File: src/hw/rtl/msgs_pkg.sv
// Shared types and constants for the mutation-selection generation step.
// No dependencies; imported by the top level, the divider and the checker.
`timescale 1ns / 1ps
package msgs_pkg;

    localparam logic [2:0] OP_WRITE = 3'd0;
    localparam logic [2:0] OP_MUT   = 3'd1;
    localparam logic [2:0] OP_FIT   = 3'd2;
    localparam logic [2:0] OP_READ  = 3'd3;
    localparam logic [2:0] OP_LOAD  = 3'd4;

    localparam logic [1:0] KIND_BIN   = 2'd0;
    localparam logic [1:0] KIND_TOTAL = 2'd1;
    localparam logic [1:0] KIND_LOAD  = 2'd2;

    localparam logic [2:0] REG_KERNEL_LEN = 3'd0;
    localparam logic [2:0] REG_PROB_ONE   = 3'd1;
    localparam logic [2:0] REG_PROB_TWO   = 3'd2;
    localparam logic [2:0] REG_PROB_THREE = 3'd3;
    localparam logic [2:0] REG_PROB_FOUR  = 3'd4;
    localparam logic [2:0] REG_PROB_FIVE  = 3'd5;
    localparam logic [2:0] REG_FITNESS    = 3'd6;

    localparam logic [31:0] ONE_Q31     = 32'h8000_0000;
    localparam logic [31:0] FITNESS_RST = 32'd214748365;
    localparam logic [40:0] RES_MAX     = 41'h1FF_FFFF_FFFF;

    // Request from the sequencer to the divider
    typedef struct packed {
        logic        start;
        logic [32:0] y;
    } div_req_t;

endpackage

File: src/hw/rtl/msgs_div.sv
// Bit-serial restoring divider: quotient of (y << 31) / divisor, 32 bits.
// Depends on msgs_pkg for the request struct.
`timescale 1ns / 1ps
module msgs_div #(
    parameter int TW = 43
) (
    input  logic                 clk,
    input  logic                 rst_n,
    input  msgs_pkg::div_req_t   req,
    input  logic [TW-1:0]        divisor,
    output logic                 done,
    output logic [31:0]          quotient
);
    import msgs_pkg::*;

    logic [TW-1:0] rem_reg;
    logic [4:0]    cnt_reg;
    logic          active_reg;
    logic          ybit_reg;
    logic          done_reg;
    logic [31:0]   q_reg;
    logic [TW:0]   trial;
    logic          fits;

    // Only the first step shifts in a dividend bit; all later ones shift in zero
    assign trial = {rem_reg, (cnt_reg == 5'd31) ? ybit_reg : 1'b0};
    assign fits  = trial >= {1'b0, divisor};

    always_ff @(posedge clk or negedge rst_n)
    begin
        if (!rst_n)
        begin
            active_reg <= 1'b0;
            done_reg   <= 1'b0;
            cnt_reg    <= '0;
        end
        else
        begin
            done_reg <= 1'b0;
            if (req.start)
            begin
                rem_reg    <= TW'(req.y >> 1);
                ybit_reg   <= req.y[0];
                cnt_reg    <= 5'd31;
                active_reg <= 1'b1;
                q_reg      <= '0;
            end
            else if (active_reg)
            begin
                rem_reg <= fits ? TW'(trial - {1'b0, divisor}) : TW'(trial);
                q_reg   <= {q_reg[30:0], fits};
                cnt_reg <= cnt_reg - 5'd1;
                if (cnt_reg == 5'd0)
                begin
                    active_reg <= 1'b0;
                    done_reg   <= 1'b1;
                end
            end
        end
    end

    assign done     = done_reg;
    assign quotient = q_reg;
endmodule

File: config.mk
export PLATFORM = sky130hd
export DESIGN_NAME = msgs_div
export DESIGN_NICKNAME = d
export VERILOG_FILES = /design/src/hw/rtl/msgs_pkg.sv /design/src/hw/rtl/msgs_div.sv
export SDC_FILE = /design/constraint.sdc
export NUM_CORES = 1
export LEC_CHECK = 0
export BUFFER_PORTS_ARGS = -buffer_cell sky130_fd_sc_hd__buf_2
export CAP_MARGIN = 20
export CORE_MARGIN = 2
export CORE_UTILIZATION = 45
export CTS_CLUSTER_SIZE = 25
export DETAILED_ROUTE_END_ITERATION = 16
export PLACE_DENSITY = 0.7
export SYNTH_ARGS = -nofsm -noshare
export SYNTH_HDL_FRONTEND = slang
export SYNTH_SLANG_ARGS = --single-unit
File: constraint.sdc
create_clock -name clk -period 4.4 [get_ports clk]
set_input_delay 0.22 -clock clk [delete_from_list [all_inputs] [get_ports clk]]
set_output_delay 0.22 -clock clk [all_outputs]
set_load 0.02 [all_outputs]
==> metrics, run 1 <==
status complete, no violations; count of boundary I/O pins 112; Tot GR Track Use 21.0%; r2r endpoint rem_reg[38]; vias 5,815; Starting Density 46.0%; GRT overflow 0; Clock Latency Late Sink 0.35 ns; Setup CP Type reg -> reg; clock buffer depth 2; final period utilization 92.4%; headroom to the max-slew limit 30.3%; DRC viols 0; Leak 3.52 nW; H-tree depth 3; antenna violations before repair 0; data arrival time of the worst path 4.15 ns; NumNets Final 961; first-pass GRT wire length 27,400 µm; PwrDens 376 nW/µm²; Worst Tran Pin Value 1.04 ns; r2r setup slk 0.33 ns; Max VDD drop 156 µV; fin crit period 4.07 ns; final setup TNS 0 ns; post-synthesis sequential area ratio 36.9%; synthesis-stage register bit count 83; # Max-Cap Violations 0; layout cells sized above 1 17.8%; detailed-placement wirelength estimate 11,900 µm; CTS tree built; fmax 0.246 GHz; PortBufs 111; core area 14,500 µm²; RSZ-0062 raised after global routing no; Mapped Cells 749; clock transition at the registers of the reported paths 0.07 ns; max FFs per register 43; number of synthesized flops with an enable pin 76; DR WL/cell 16.0 µm; Die Wd 126 µm; Syn Area/Cell 8.90 µm²; final setup fails 0; Vias/cell 5.68; Die Height 126 µm; Die Area 15,800 µm²; asr flop ratio synth 8.43%; vias in the first global route 5,542; initial DRC count 414; Sink Count 83; Main synth FF type edfxtp_1; Post-Syn Area 6670 µm²; final hold violations 0; RR Startpoint cnt_reg[0]; Warnings, synthesis 0; Ant. Diodes 0; Critical Path End Type flop; Detailed Routing Iterations Pass 1 5; clock root buffer clkbuf_16; Req. time, crit path 4.49 ns; worst-path fanout max 39; Startpoint Class flop; total CTS buffers 9; final wirelength 16,400 µm; clk_skew 0.0108 ns; largest net degree at the start of global routing 67; depth of the most critical reg-to-reg path 17; area grow syn2layout 14.7%; Final Max Slew Viols 0; min-delay worst type in -> async; Final ANT Viol Nets 0; Min Hold Slack 0.0521 ns; synthesized net count 876; Synth cell types 59; Rows 44; GPL Wtd Cong 0.907
synth_stat cells, drive strengths merged (9+ instances only):
library cell,count,area share (%)
a21o,15,1.7
o21ai,57,4.3
a211oi,12,1.5
xnor2,26,3.4
ha,47,8.8
buf,14,1.0
xor2,13,1.7
edfxtp,76,34
nor2,78,4.4
inv,55,3.1
nand4,14,1.3
nor2b,10,0.94
a21oi,73,5.6
nand2b,13,1.2
nor3,9,0.68
mux2i,45,6.8
nand3,14,1.1
o21bai,12,1.4
nand2,59,3.3
clkbuf,29,1.6
cell usage in the layout (no fill, tap or decap), types with 4 or more instances in the layout:
master     instances
and3_1             7
nor3_1             9
a21o_1            15
nand4_1           14
nor2b_1            9
edfxtp_1          76
nand3_1           14
o21bai_1          12
mux2i_1           45
dfrtp_1            6
inv_1             55
and2_1             4
xor2_1            13
a21oi_1           71
a31oi_1            4
xnor2_1           26
a32oi_1            8
buf_4              5
mux2_2             4
nor2_1            78
buf_2            111
o21ai_0           56
clkbuf_16          9
nand2_1           59
nand2b_1          13
a211oi_1          10
ha_1              47
layout make-up:
| type | instances | area [µm²] |
|---|---|---|
| inverters | 55 | 206 |
| clock buffers | 9 | 225 |
| well taps | 184 | 230 |
| clock inverters | 7 | 75.1 |
| fillers | 1378 | 6830 |
| repair buffers | 117 | 613 |
| multi-input cells | 568 | 3840 |
| flip-flops and latches | 83 | 2460 |
critical path, cell delays in order (launching register included):
cell      delay (ns)
dfrtp_1         0.42
ha_1            0.20
and3_1          0.13
nand3_1         0.13
ha_1            0.17
inv_1           0.05
fa_1            0.42
a211oi_2        0.27
o21bai_1        0.12
a21oi_2         0.23
o22ai_2         0.16
a21oi_4         0.21
o31ai_2         0.14
a211oi_4        0.34
buf_12          0.26
mux2_1          0.34
mux2i_1         0.14
a211oi_1        0.06
worst max-delay path by stage:
stage / from / slack (ns) / end / cells after the start
2_1_floorplan: cnt_reg[0] / 0.74 / rem_reg[37] / 17
3_3_place_gp: cnt_reg[0] / 0.39 / rem_reg[37] / 17
3_5_place_dp: cnt_reg[0] / 0.22 / rem_reg[41] / 17
4_1_cts: cnt_reg[0] / 0.22 / rem_reg[38] / 17
5_1_grt: cnt_reg[0] / 0.04 / rem_reg[38] / 17
6_report: cnt_reg[0] / 0.33 / rem_reg[38] / 17
through the flow:
| stage | util, % | cells | setup WS [ns] | total power [mW] | instance area, µm² |
|---|---|---|---|---|---|
| floorplan | - | 749 | 0.743 | 1.83 | 6670 |
| global placement | 50.7 | 1007 | 0.390 | 2.08 | 7340 |
| detailed placement | 50.7 | 1007 | 0.225 | 2.09 | 7340 |
| CTS | 52.8 | 1023 | 0.215 | 2.88 | 7640 |
| global route | 52.8 | 1023 | 0.0420 | 3.07 | 7650 |
| finish | 52.8 | 1023 | 0.333 | 2.88 | 7650 |
routing by layer:
layer | global-route usage (%) | up-vias | wire length (µm)
met2 | 33.5 | 166 | 7500
met5 | 0 | - | 0
met1 | 30.0 | 2746 | 7820
met3 | 2.46 | 19 | 802
met4 | 6.86 | 0 | 259
li1 | - | 2884 | -
power by group:
part           internal, mW  switching [mW]
combinational         0.442           0.621
sequential            0.969          0.0560
clock                 0.443           0.347
total                  1.85            1.02
cells by family after synthesis:
kind of cell,Yosys count,share of synthesized area [%]
AOI/OAI and AO/OA,209,19.9
adders and majority gates,48,9.12
and+or+nand+nor,220,15.3
muxes,52,7.94
xor gates and xnor gates,39,5.12
buffers and inverters,98,5.76
DFF,83,36.9
timing repair:
item	CTS	global route
endpoints found under the setup margin	0	10
hold buffers	0	0
resized for setup	0	1
buffers inserted	0	0
Power figures use the tool's default switching activity.
==> run 2: changes to the inputs <==
RECOVER_POWER = 100   (was unset)
==> metrics, run 2 (synthesized netlist as in run 1, its figures left out) <==
RSZ-0062 raised after global routing no (unchanged); critical path buffer and inverter count 2 (unchanged); area grow syn2layout 13.9% (was 14.7%); pre-CTS WS 0.225 ns (unchanged); min-delay worst type in -> reg (was in -> async); Final ANT Viol Nets 0 (unchanged); GPL Wtd Cong 0.907 (unchanged); Crit-path slowest cell dfrtp_1 (unchanged); total CTS buffers 9 (unchanged); PwrDens 379 nW/µm² (was 376 nW/µm²); overall power 2.87 mW (was 2.88 mW); vias in the first global route 5,542 (unchanged); Top delay family on crit path compound AO/OA/AOI/OAI gates (unchanged); detailed-placement wirelength estimate 11,900 µm (unchanged); initial DRC count 394 (was 414); final period utilization 92.5% (was 92.4%); post-layout util 52.4% (was 52.8%); # Max-Cap Violations 1 (was 0); vias 5,796 (was 5,815); final setup fails 0 (unchanged); hold_buf cts 0 (unchanged); Die Height 126 µm (unchanged); GRT overflow 0 (unchanged); Post-CTS Resized 0 (unchanged); Worst Slack Setup Final 0.329 ns (was 0.333 ns); Critical Path End Type flop (unchanged); Min Hold Slack 0.0561 ns (was 0.0521 ns); PortBufs 111 (unchanged); Critical Path Most Common Cell ha_1 (unchanged); layout cells sized above 1 13.2% (was 17.8%); Starting Density 46.0% (unchanged); H-tree depth 3 (unchanged); Max VDD drop 156 µV (about the same); Die Wd 126 µm (unchanged); worst-path fanout max 39 (unchanged); Detailed Routing Iterations Pass 1 5 (unchanged); antenna violations before repair 0 (unchanged); # Post-CTS Setup Buffers 0 (unchanged); final setup TNS 0 ns (unchanged); DRC viols 0 (unchanged); Worst Tran Pin Value 2.81 ns (was 1.04 ns); Clock Latency Late Sink 0.35 ns (about the same); clock root buffer clkbuf_16 (unchanged); Setup CP Type reg -> reg (unchanged); clock transition at the registers of the reported paths 0.07 ns (about the same); Sink Count 83 (unchanged); most frequent cells in the layout nor2_1, buf_2, edfxtp_1 (was buf_2, nor2_1, edfxtp_1); final hold violations 0 (unchanged); status finished with violations (was complete, no violations); crit-path cells ha_1 -> and3_1 -> nand3_1 -> ha_1 -> inv_1 -> fa_1 -> a211oi_2 -> o21bai_1 -> a21oi_2 -> o22ai_2 -> a21oi_4 -> o31ai_2 -> a211oi_4 -> buf_12 -> mux2_1 -> mux2i_1 -> a211oi_1 (unchanged); fmax 0.246 GHz (about the same); headroom to the max-slew limit -87.1% (was 30.3%); Vias/cell 5.67 (was 5.68); Final Max Slew Viols 52 (was 0); Rows 44 (unchanged); first-pass GRT wire length 27,400 µm (unchanged); Req. time, crit path 4.49 ns (about the same); fin crit period 4.07 ns (about the same); max FFs per register 43 (unchanged); CTS tree built (unchanged); Startpoint Class flop (unchanged); most common cell after layout, fill and taps aside nor2_1 (was buf_2); DR WL/cell 16.0 µm (about the same); fillers 1,393 (was 1,378); largest net degree at the start of global routing 67 (unchanged); data arrival time of the worst path 4.16 ns (was 4.15 ns); core area 14,500 µm² (unchanged); Ant. Diodes 0 (unchanged); clk_skew 0.0116 ns (was 0.0108 ns); Tot GR Track Use 21.0% (unchanged); NumNets Final 961 (unchanged); final wirelength 16,400 µm (about the same); failing checks capacitance limit, slew limit; Crit path largest cell delay 0.42 ns (about the same); Die Area 15,800 µm² (unchanged); clock buffer depth 2 (unchanged); count of boundary I/O pins 112 (unchanged); Leak 3.40 nW (was 3.52 nW)
run 2: layout make-up:
class	instances	area, µm²	area share (%)
Multi-Input combinational cell	568	3840	50.5
Sequential cell	83	2460	32.4
Timing Repair Buffer	117	563	7.41
Tap cell	184	230	3.03
Clock buffer	9	225	2.97
Inverter	55	206	2.72
Clock inverter	7	75.1	0.989
run 2: power breakdown:
part | switching (mW) | internal (mW) | total, mW | leakage (nW)
sequential | 0.0562 | 0.971 | 1.03 | 0.837
combinational | 0.621 | 0.436 | 1.06 | 2.42
clock | 0.347 | 0.443 | 0.790 | 0.140
total | 1.02 | 1.85 | 2.87 | 3.40
run 2: path summary, 6_finish.rpt:
path                       depth (start not counted)  slack (ns)     endpoint        from
hold reg to reg                                    2        0.57   cnt_reg[4]  cnt_reg[4]
hold / removal                                     1        0.06     ybit_reg      req[0]
max in group asynchronous                          2        1.84   cnt_reg[1]       rst_n
min in group asynchronous                          2        0.99   cnt_reg[2]       rst_n
setup reg to reg                                  17        0.33  rem_reg[38]  cnt_reg[0]
setup / recovery                                  17        0.33  rem_reg[38]  cnt_reg[0]
run 2: metrics by stage:
step                area [µm²]  instances
floorplan                 6670        749
global placement          7340       1007
detailed placement        7340       1007
CTS                       7640       1023
global route              7590       1023
finish                    7590       1023
run 2: per-layer routing:
layer  share of wire, %  routed length, µm  track usage, %
met1                 48               7850            30.0
met2                 46               7510            33.5
met3                4.8                781            2.46
met4                1.6                266            6.86
met5                  0                  0               0
